### src/rtl/cfd_pkg.sv
// Package for the checksummed frame deframer: shared types, verdict codes,
// register indexes and frame layout constants. No dependencies.
`timescale 1ns / 1ps

package cfd_pkg;

    // Frame layout: start, command, length, payload, checksum, end marker.
    localparam int CNT_W          = 9;
    localparam int FRAME_OVERHEAD = 5;
    localparam int CMD_POS        = 2;
    localparam int LEN_POS        = 3;
    localparam int FIRST_PAY_POS  = 4;
    localparam int MAX_FRAME_LEN  = 260;

    localparam int DEF_MAX_FRAME_BYTES = 128;

    localparam int BYTE_W    = 8;
    localparam int CFG_IDX_W = 1;

    localparam logic [CFG_IDX_W-1:0] CFG_START_MARKER = 1'b0;
    localparam logic [CFG_IDX_W-1:0] CFG_END_MARKER   = 1'b1;

    localparam logic [BYTE_W-1:0] START_MARKER_RST = 8'hAA;
    localparam logic [BYTE_W-1:0] END_MARKER_RST   = 8'h55;

    typedef enum logic [2:0] {
        VERDICT_BUSY = 3'd0,
        VERDICT_GOOD = 3'd1,
        VERDICT_CSUM = 3'd2,
        VERDICT_END  = 3'd3,
        VERDICT_OVF  = 3'd4
    } t_verdict;

    typedef struct packed {
        logic [BYTE_W-1:0] start_marker;
        logic [BYTE_W-1:0] end_marker;
    } t_cfg;

    typedef struct packed {
        logic [BYTE_W-1:0] payload_length;
        logic [BYTE_W-1:0] frame_command;
        t_verdict          verdict;
        logic              last_of_frame;
        logic              first_of_frame;
        logic [BYTE_W-1:0] out_byte;
    } t_result;

endpackage

### src/rtl/cfd_parser.sv
// Frame parser: holds the frame state and turns each byte of a frame, start marker included, into one result.
// Depends on cfd_pkg.
`timescale 1ns / 1ps

module cfd_parser #(
    parameter int MAX_FRAME_BYTES = cfd_pkg::DEF_MAX_FRAME_BYTES
) (
    input  logic                        i_clk,
    input  logic                        i_rst_n,
    input  logic                        i_step,
    input  logic [cfd_pkg::BYTE_W-1:0]  i_byte,
    input  cfd_pkg::t_cfg               i_cfg,
    output logic                        o_res_valid,
    output cfd_pkg::t_result            o_res
);
    import cfd_pkg::*;

    // Compare width wide enough for both the counter and the limit.
    localparam int LIM_W = $clog2(MAX_FRAME_BYTES + 1);
    localparam int CMP_W = (LIM_W > CNT_W) ? LIM_W : CNT_W;

    logic              r_in_frame, n_in_frame;
    logic [CNT_W-1:0]  r_cnt, n_cnt;
    logic [BYTE_W-1:0] r_cmd, n_cmd;
    logic [BYTE_W-1:0] r_len, n_len;
    logic [BYTE_W-1:0] r_sum, n_sum;
    logic [BYTE_W-1:0] r_prev, n_prev;

    logic [CNT_W-1:0]  w_n;
    logic              w_end;
    logic              w_add;
    logic              w_ovf;
    t_verdict          w_end_verdict;

    assign w_n   = r_cnt + CNT_W'(1);
    assign w_end = (w_n >= CNT_W'(FRAME_OVERHEAD))
                && (w_n == CNT_W'(r_len) + CNT_W'(FRAME_OVERHEAD));
    assign w_add = (w_n >= CNT_W'(FIRST_PAY_POS))
                && (w_n <= CNT_W'(r_len) + CNT_W'(LEN_POS));
    assign w_ovf = !w_end && (CMP_W'(w_n) >= CMP_W'(MAX_FRAME_BYTES));

    always_comb begin
        if (i_byte != i_cfg.end_marker) begin
            w_end_verdict = VERDICT_END;
        end else if (r_prev != r_sum) begin
            w_end_verdict = VERDICT_CSUM;
        end else begin
            w_end_verdict = VERDICT_GOOD;
        end
    end

    always_comb begin
        n_in_frame  = r_in_frame;
        n_cnt       = r_cnt;
        n_cmd       = r_cmd;
        n_len       = r_len;
        n_sum       = r_sum;
        n_prev      = r_prev;
        o_res_valid = 1'b0;
        o_res       = '0;

        if (i_step) begin
            if (!r_in_frame) begin
                if (i_byte == i_cfg.start_marker) begin
                    n_in_frame           = 1'b1;
                    n_cnt                = CNT_W'(1);
                    n_cmd                = '0;
                    n_len                = '0;
                    n_sum                = '0;
                    n_prev               = i_byte;
                    o_res_valid          = 1'b1;
                    o_res.first_of_frame = 1'b1;
                end
            end else begin
                n_cnt       = w_n;
                n_prev      = i_byte;
                o_res_valid = 1'b1;
                if (w_n == CNT_W'(CMD_POS)) begin
                    n_cmd = i_byte;
                    n_sum = i_byte;
                end else if (w_n == CNT_W'(LEN_POS)) begin
                    n_len = i_byte;
                end else if (w_end) begin
                    o_res.verdict       = w_end_verdict;
                    o_res.last_of_frame = 1'b1;
                    n_in_frame          = 1'b0;
                end
                if (w_add) begin
                    n_sum = r_sum + i_byte;
                end
                if (w_ovf) begin
                    o_res.verdict       = VERDICT_OVF;
                    o_res.last_of_frame = 1'b1;
                    n_in_frame          = 1'b0;
                end
            end
        end

        o_res.out_byte       = i_byte;
        o_res.frame_command  = n_cmd;
        o_res.payload_length = (n_cnt >= CNT_W'(LEN_POS)) ? n_len : '0;
    end

    always_ff @(posedge i_clk) begin
        if (!i_rst_n) begin
            r_in_frame <= 1'b0;
            r_cnt      <= '0;
            r_cmd      <= '0;
            r_len      <= '0;
            r_sum      <= '0;
            r_prev     <= '0;
        end else begin
            r_in_frame <= n_in_frame;
            r_cnt      <= n_cnt;
            r_cmd      <= n_cmd;
            r_len      <= n_len;
            r_sum      <= n_sum;
            r_prev     <= n_prev;
        end
    end

`ifndef SYNTHESIS
    a_last_has_verdict: assert property (@(posedge i_clk) disable iff (!i_rst_n)
        o_res_valid && o_res.last_of_frame |-> o_res.verdict != VERDICT_BUSY)
        else $error("final byte of a frame carries no verdict");

    a_first_from_idle: assert property (@(posedge i_clk) disable iff (!i_rst_n)
        o_res_valid && o_res.first_of_frame |-> !r_in_frame)
        else $error("frame opened while already inside a frame");

    a_close_to_idle: assert property (@(posedge i_clk) disable iff (!i_rst_n)
        o_res_valid && o_res.last_of_frame |=> !r_in_frame)
        else $error("parser stayed in a frame after its last byte");

    a_count_bound: assert property (@(posedge i_clk) disable iff (!i_rst_n)
        r_in_frame |-> (r_cnt >= CNT_W'(1)) && (r_cnt < CNT_W'(MAX_FRAME_LEN)))
        else $error("frame byte count out of range");
`endif

endmodule

### src/rtl/cfd_out_reg.sv
// Result register of the deframer: holds one result word until it is taken.
// Depends on cfd_pkg.
`timescale 1ns / 1ps

module cfd_out_reg (
    input  logic              i_clk,
    input  logic              i_rst_n,
    input  logic              i_load,
    input  cfd_pkg::t_result  i_res,
    input  logic              i_ready,
    output logic              o_can_load,
    output logic              o_valid,
    output cfd_pkg::t_result  o_res
);
    import cfd_pkg::*;

    logic    r_valid;
    t_result r_res;

    // The register frees up in the same cycle its word is taken.
    assign o_can_load = !r_valid || i_ready;
    assign o_valid    = r_valid;
    assign o_res      = r_res;

    always_ff @(posedge i_clk) begin
        if (!i_rst_n) begin
            r_valid <= 1'b0;
        end else if (o_can_load) begin
            r_valid <= i_load;
        end
    end

    always_ff @(posedge i_clk) begin
        if (o_can_load && i_load) begin
            r_res <= i_res;
        end
    end

endmodule

### src/rtl/checksummed_frame_deframer.sv
// Checksummed frame deframer, top level: stream ports, configuration
// registers, input register, frame parser and result register.
// Depends on cfd_pkg, cfd_parser and cfd_out_reg.
// Path: an accepted word passes the input register, the parser and the result register.
// Throughput: one word per cycle while the output is ready; output back-pressure stalls the input.
// Reset: synchronous, active low; clears both pipeline registers and the frame
// state, and returns the markers to 0xAA (start) and 0x55 (end).
`timescale 1ns / 1ps

module checksummed_frame_deframer #(
    parameter int MAX_FRAME_BYTES = cfd_pkg::DEF_MAX_FRAME_BYTES
) (
    input  logic                          i_clk,
    input  logic                          i_rst_n,
    // Configuration write port.
    input  logic                          i_cfg_we,
    input  logic [cfd_pkg::CFG_IDX_W-1:0] i_cfg_idx,
    input  logic [cfd_pkg::BYTE_W-1:0]    i_cfg_wdata,
    // Input stream.
    input  logic                          i_s_tvalid,
    output logic                          o_s_tready,
    input  logic [7:0]                    i_s_tdata,  // [7:0] rx_byte
    // Output stream.
    output logic                          o_m_tvalid,
    input  logic                          i_m_tready,
    // [7:0] out_byte, [15:8] frame_command, [23:16] payload_length
    output logic [23:0]                   o_m_tdata,
    output logic                          o_m_tlast,  // last_of_frame
    output logic [3:0]                    o_m_tuser   // [0] first_of_frame, [3:1] verdict
);
    import cfd_pkg::*;

    // Marker registers. They must only be written while the block is idle; the block itself does not enforce this.
    t_cfg r_cfg;

    always_ff @(posedge i_clk) begin
        if (!i_rst_n) begin
            r_cfg.start_marker <= START_MARKER_RST;
            r_cfg.end_marker   <= END_MARKER_RST;
        end else if (i_cfg_we) begin
            case (i_cfg_idx)
                CFG_START_MARKER: r_cfg.start_marker <= i_cfg_wdata;
                CFG_END_MARKER:   r_cfg.end_marker   <= i_cfg_wdata;
                default:          r_cfg              <= r_cfg;
            endcase
        end
    end

    // Input register. A held word moves into the parser whenever the result
    // register can take a word. While a finished result waits downstream one
    // more word can still enter; after that the input stalls until the
    // result is taken.
    logic              r_in_valid;
    logic [BYTE_W-1:0] r_in_byte;
    logic              w_can_load;
    logic              w_step;
    logic              w_res_valid;
    t_result           w_res;
    logic              w_out_valid;
    t_result           w_out_res;

    assign w_step     = r_in_valid && w_can_load;
    assign o_s_tready = !r_in_valid || w_can_load;

    always_ff @(posedge i_clk) begin
        if (!i_rst_n) begin
            r_in_valid <= 1'b0;
        end else if (o_s_tready) begin
            r_in_valid <= i_s_tvalid;
        end
    end

    always_ff @(posedge i_clk) begin
        if (o_s_tready && i_s_tvalid) begin
            r_in_byte <= i_s_tdata[BYTE_W-1:0];
        end
    end

    // The parser updates its frame state only when it steps; a byte outside
    // a frame that is not the start marker steps it but yields no result.
    cfd_parser #(
        .MAX_FRAME_BYTES (MAX_FRAME_BYTES)
    ) u_parser (
        .i_clk       (i_clk),
        .i_rst_n     (i_rst_n),
        .i_step      (w_step),
        .i_byte      (r_in_byte),
        .i_cfg       (r_cfg),
        .o_res_valid (w_res_valid),
        .o_res       (w_res)
    );

    cfd_out_reg u_out_reg (
        .i_clk      (i_clk),
        .i_rst_n    (i_rst_n),
        .i_load     (w_res_valid),
        .i_res      (w_res),
        .i_ready    (i_m_tready),
        .o_can_load (w_can_load),
        .o_valid    (w_out_valid),
        .o_res      (w_out_res)
    );

    assign o_m_tvalid = w_out_valid;
    assign o_m_tdata  = {w_out_res.payload_length, w_out_res.frame_command,
                         w_out_res.out_byte};
    assign o_m_tlast  = w_out_res.last_of_frame;
    assign o_m_tuser  = {w_out_res.verdict, w_out_res.first_of_frame};

endmodule

### config.mk
export PLATFORM = sky130hd
export DESIGN_NAME = checksummed_frame_deframer
export DESIGN_NICKNAME = d
export VERILOG_FILES = /design/src/rtl/cfd_pkg.sv /design/src/rtl/cfd_parser.sv /design/src/rtl/cfd_out_reg.sv /design/src/rtl/checksummed_frame_deframer.sv
export SDC_FILE = /design/constraint.sdc
export NUM_CORES = 1
export LEC_CHECK = 0
export ABC_AREA = 1
export ABC_CLOCK_PERIOD_IN_PS = 3300
export BUFFER_PORTS_ARGS = -buffer_cell sky130_fd_sc_hd__buf_2
export CORE_ASPECT_RATIO = 0.75
export CORE_MARGIN = 1.5
export CORE_UTILIZATION = 30
export CTS_BUF_LIST = sky130_fd_sc_hd__clkbuf_8
export DETAILED_ROUTE_END_ITERATION = 16
export PLACE_DENSITY_LB_ADDON = 0.08
export SLEW_MARGIN = 10
export SYNTH_ARGS = -nofsm -noshare
export SYNTH_HDL_FRONTEND = slang
export SYNTH_HIERARCHICAL = 1
export SYNTH_SLANG_ARGS = --single-unit
### constraint.sdc
create_clock -name i_clk -period 3.3 [get_ports i_clk]
set_input_delay 0.33 -clock i_clk [delete_from_list [all_inputs] [get_ports i_clk]]
set_output_delay 0.33 -clock i_clk [all_outputs]
set_load 0.02 [all_outputs]
After elaboration in Yosys (flattened, before gate mapping)
Cells that the tools add are included.
{ "totals": {"reg_bits": 97, "in_bits": 22, "wordCells": 89} }
{ "op_classes": {"addsub": 4, "magnitude_cmp": 5, "n_eq_ne": 7, "mux": 32, "bitwise_logic": 4, "reduce_logical": 19} }
{ "op_table": {"columns": ["operator", "n"], "rows": [
  ["$mux W8", 15],
  ["$mux W9", 3],
  ["$eq A9 B2 Y1 const B", 2],
  ["$ge A9 B3 Y1 const B", 2],
  ["$mux W4", 4],
  ["$ne A8 B8 Y1", 2],
  ["$add A8 B2 Y9 const B", 1],
  ["$add A8 B3 Y9 const B", 1],
  ["$add A9 B1 Y9 const B", 1],
  ["$eq A9 B9 Y1", 1],
  ["$ge A9 B2 Y1 const B", 1],
  ["$ge A9 B8 Y1 const B", 1],
  ["$le A9 B9 Y1", 1],
  ["$add A8 B8 Y8", 1],
  ["$eq A8 B8 Y1", 1],
  ["$mux W1", 8],
  ["$reduce_and A2 Y1", 4],
  ["$logic_and A1 B1 Y1", 6],
  ["$reduce_or A6 Y1", 1],
  ["$not A1 Y1", 4],
  ["$logic_not A1 Y1", 3],
  ["$mux W3", 1],
  ["$ne A3 B3 Y1 const B", 1],
  ["$reduce_and A3 Y1", 1],
  ["4 further kinds", 5]
]} }

Logic depth before layout (Yosys ltp)
{ "depth": {"depth_word": 8, "ltp_mapped": 20, "ltp_nobuf": 20} }

Cells and area by module
Netlist, hierarchy kept.
{ "modules_own_cells": {"columns": ["module", "n_inst", "cells_each", "area_per_inst_um2"], "rows": [
  ["cfd_parser", 1, 521, 3437.0],
  ["cfd_out_reg", 1, 36, 922.1],
  ["checksummed_frame_deframer", 1, 96, 905.9]
]} }

Least setup slack after synthesis
OpenSTA, ideal clock, no wires.
{ "synth_timing": {"path_type": "flip-flop to flip-flop", "from": "register r_in_byte[7]", "to": "register u_out_reg.r_res (netlist bit u_out_reg/o_res[0]), enable pin", "arrival_ps": 2756, "required_ps": 2875, "slack_ps": 119, "path_stages_with_launch": 11, "path_buffers": 1, "synth_period_minus_slack_ps": 3181, "path_cell_list": "edfxtp_1 -> buf_2 -> xnor2_1 -> nand3_1 -> nor2_1 -> nand2_1 -> nand2_1 -> nand2_4 -> inv_4 -> inv_1 -> a21oi_1"} }
{ "synth_between": {"elab_chain_cells": 5} }
{ "synth_rtl": {"columns": ["element", "line", "rtl"], "rows": [
  ["start, declared", "checksummed_frame_deframer.sv:54", "logic [BYTE_W-1:0] r_in_byte;"],
  ["start signal, assigned", "checksummed_frame_deframer.sv:75", "r_in_byte <= i_s_tdata[BYTE_W-1:0];"],
  ["$eq A8 B8 Y1", "cfd_parser.sv:64", "if (i_byte == i_cfg.start_marker) begin"],
  ["$mux W1", "cfd_parser.sv:64", null],
  ["$mux W1", "cfd_parser.sv:63", "if (!r_in_frame) begin"],
  ["$mux W1", "cfd_parser.sv:62", "if (i_step) begin"],
  ["net w_res_valid", "checksummed_frame_deframer.sv:57", "logic w_res_valid;"],
  ["$logic_and A1 B1 Y1", "cfd_out_reg.sv:34", "if (o_can_load && i_load) begin"],
  ["end signal, assigned", "cfd_out_reg.sv:35", "r_res <= i_res;"],
  ["end, declared", "cfd_out_reg.sv:18", "t_result r_res;"]
]} }
The timed path passes the listed nets, and every way through them passes these cells.
A chain may end at the register's enable or synchronous reset.

Worst setup path in the final report
{ "layout_timing": {"from": "register u_parser.r_len[0]", "to": "register u_parser.r_sum[7]"} }
{ "layout_between": {"elab_chain_cells": 5, "word_cells_on_any_way": 7, "classes_between": "1 x add/sub; 1 x order compare; 1 x eq/ne; 2 x mux; 2 x reduce/logical"} }
{ "layout_rtl": {"columns": ["element", "line", "rtl"], "rows": [
  ["start, declared", "cfd_parser.sv:25", "logic [BYTE_W-1:0] r_len, n_len;"],
  ["start signal, assigned", "cfd_parser.sv:116", "r_len <= n_len;"],
  ["$add A8 B2 Y9 *", "cfd_parser.sv:39", "&& (w_n <= CNT_W'(r_len) + CNT_W'(LEN_POS));"],
  ["$le A9 B9 Y1 *", "cfd_parser.sv:39", null],
  ["$logic_and A1 B1 Y1 *", "cfd_parser.sv:39", null],
  ["$ne A3 B3 Y1 (no source line) / $mux W8 (equally long branches)", null, null],
  ["$reduce_and A3 Y1 (no source line) / $mux W8 (equally long branches)", null, null],
  ["end signal, assigned", "cfd_parser.sv:117", "r_sum <= n_sum;"],
  ["end, declared", "cfd_parser.sv:26", "logic [BYTE_W-1:0] r_sum, n_sum;"]
]} }
Every way passes the cells marked *; elsewhere a longest branch is shown, timed or not.

==> metrics.md <==
| Metric | Value |
|---|---|
| Status | finished, final reports clean |
| DR vias | 4,378 |
| GR Overflow Total | 0 |
| Post-synth net total | 697 |
| Tot GR Track Use | 16.6% |
| Hold path cells | 1 |
| FP Rows | 41 |
| Slew @ Worst Pin | 1140 ps |
| Final hold slack | 100 ps |
| WL final | 14,700 µm |
| Share of cells above drive strength 1 | 18.1% |
| Synth cell count leaders | nand2_1 (147), nor2_1 (87), dfxtp_1 (60) |
| Max Cap Viol | 0 |
| Max clock buf depth | 2 |
| # setup viols final | 0 |
| Die W | 156 µm |
| Max H-tree Level | 3 |
| Seq pwr share | 55.8% |
| Element type at the critical path end | flop |
| Clock tree root buffer cell | clkbuf_8 |
| Setup Fix Bufs, Post-CTS | 0 |
| Fmax | 0.332 GHz |
| CTS buffer count | 9 |
| Peak VDD IR | 208 µV |
| Post-CTS Hold Buffers | 0 |
| DRC violations left | 0 |
| Top FF cell, synth | dfxtp_1 |
| Async SR Flop Fraction | 0% |
| Post-synth EDFFs | 37 |
| Clock Skews | 26.2 ps |
| R2R setup slack | 290 ps |
| Antenna cell count | 0 |
| Area growth syn-to-layout | 15.1% |
| Drt wl/cell | 15.5 µm |
| Worst Hold Path EP | r_in_byte[6] |
| Hold Path Class | input port to flop |
| Setup TNS | 0 ps |
| Register area share after synthesis | 43.9% |
| Clock Latency Late Sink | 390 ps |
| CP startpoint | u_parser/r_len[0] |
| Combinational share of power | 6.4% |
| Hpwl dp | 11,300 µm |
| Initial Util | 31.0% |
| Synth Register Bits | 97 |
| CTS resizes | 0 |
| RSZ-0062 raised after global routing | false |
| Setup ws final | 292 ps |
| Hold Path Origin | i_s_tdata[6] |
| Vias per Instance | 4.59 |
| Global-route wire length before repair | 23,200 µm |
| Gate Count Post-Synth | 653 |
| IO Pins | 53 |
| Antenna-violating nets left | 0 |
| Top post-synthesis cells by area | dfxtp_1 (23%), edfxtp_1 (21%), nand2_1 (10%) |
| Die area | 18,400 µm² |
| Met1 Track Usage GR | 26.3% |
| Reg clk slew, reported paths | 120 ps |
| Register-to-Register Path Depth | 15 |
| CTS tree | done |
| Crit share post-route | 91.2% |
| Setup CP Type | flop to flop |
| Sw Share | 26.5% |
| Fin. max-slew vios | 0 |
| Mapped Area | 5270 µm² |
| Synthesis Warnings | 6 |
| Final #Nets | 756 |
| Post-synth cell types | 51 |
| Number of port buffers | 52 |
| RePlAce Congestion | 0.866 |
| Number of global-route vias before repair | 4,105 |
| GR Layer Usage met2 | 22.7% |
| Die H | 118 µm |
| PwrDens | 377 nW/µm² |
| P_sw | 605 µW |
| Top-count cell post-synth | nand2_1 |
| Startpoint types | flop |
| Critical path fanouts, max | 10 |
| Area leader, netlist | dfxtp_1 |
| Met3 GRT Util | 3.28% |
| # clock sinks | 97 |
| FF-to-FF Start | u_parser/r_len[0] |
| Rel. slew slack | 24.2% |
| Crit path DAT | 3300 ps |
| GR peak layer | met1 |
| Power Internal | 1680 µW |
| Clock power share | 37.9% |
| WP data required | 3590 ps |
| Drt first pass iters | 5 |
| Final Hold Viols | 0 |
| Crit path time final | 3010 ps |
| Capture point of the worst reg-to-reg path | u_parser/r_sum[7] |
| P_leak | 0.00265 µW |
| Core area | 17,000 µm² |
| Top cell type's share of synthesized area | 22.8% |
| Largest net degree at the start of global routing | 34 |
| DP Worst Slack | 266 ps |
| DRT iter0 DRCs | 347 |
| Antenna violations before repair | 0 |
| Mean Syn Cell Area | 8.06 µm² |
-- layer usage --
| layer | wire length [µm] | up-vias |
|---|---|---|
| li1 | - | 2230 |
| met3 | 750 | 10 |
| met4 | 121 | 0 |
| met1 | 8030 | 2029 |
| met5 | 0 | - |
| met2 | 5820 | 109 |
-- flip-flops by register name, summed over array words and instances, names as in the netlist --
signal               cells
r_cfg                   16
r_in_byte                8
r_in_valid               1
u_out_reg/o_res         29
u_out_reg/o_valid        1
u_parser/r_cmd           8
u_parser/r_cnt           9
u_parser/r_in_frame      1
u_parser/r_len           8
u_parser/r_prev          8
u_parser/r_sum           8
-- cells in the final DEF, fill, tap and decap left out, types with 12 or more instances in the layout --
cell,synthesis,final
nand2_1,147,147
nor2_1,87,87
inv_1,59,59
dfxtp_1,60,59
buf_2,2,52
nand3_1,43,43
a21oi_1,40,39
edfxtp_1,37,37
xor2_1,21,21
ha_1,21,21
o21ai_0,14,14
buf_4,8,13
inv_2,12,12
xnor2_1,12,12
-- critical path: stages (launching register included) --
cell and delay, ps:
dfxtp_2 380, inv_1 90, ha_1 220, or2_2 320
nor3_1 240, nand3_1 140, ha_1 320, nand2_1 60
inv_1 70, and3_1 160, nand4_1 120, nand2_2 190
nand2_4 130, a21oi_4 250, nand2_1 100, a21oi_1 130
-- metrics by stage --
step | instances | power [µW] | area [µm²] | util (%)
floorplan | 653 | 1390 | 5270 | -
global placement | 937 | 1450 | 5840 | 34.4
detailed placement | 937 | 1450 | 5840 | 34.4
CTS | 953 | 2320 | 6060 | 35.7
global route | 953 | 2380 | 6060 | 35.7
finish | 953 | 2290 | 6060 | 35.7
-- how the worst max path moves through the flow --
stage                               to  cells after the start
floorplan           u_out_reg/o_res[0]                     10
global placement     u_parser/r_sum[6]                     16
detailed placement   u_parser/r_sum[6]                     15
CTS                  u_parser/r_sum[5]                     15
global route         u_parser/r_sum[3]                     20
finish               u_parser/r_sum[7]                     15
-- cell type report --
class,count,area [µm²]
Multi-Input combinational cell,463,2570
Inverter,75,289
Timing Repair Buffer,66,378
Clock buffer,9,124
Tap cell,236,295
Fill cell,1808,10900
Clock inverter,7,95.1
Sequential cell,97,2310
-- kinds of logic after synthesis --
| kind of cell | synth area share [%] |
|---|---|
| AO/OA/AOI/OAI | 7.49 |
| XOR/XNOR | 7.15 |
| adder cells (fa/ha/maj) | 5.37 |
| buffers and inverters | 7.53 |
| flip-flops | 43.9 |
| AND/OR/NAND/NOR | 28.5 |
-- power by group through the flow --
stage	Combinational (µW)	Sequential, µW	Clock, µW
finish	146	1280	866
global route	164	1280	936
CTS	147	1280	901
detailed placement	146	1300	0
global placement	146	1300	0
floorplan	92.6	1300	0
Note: power is estimated with default switching activity, not from simulation.
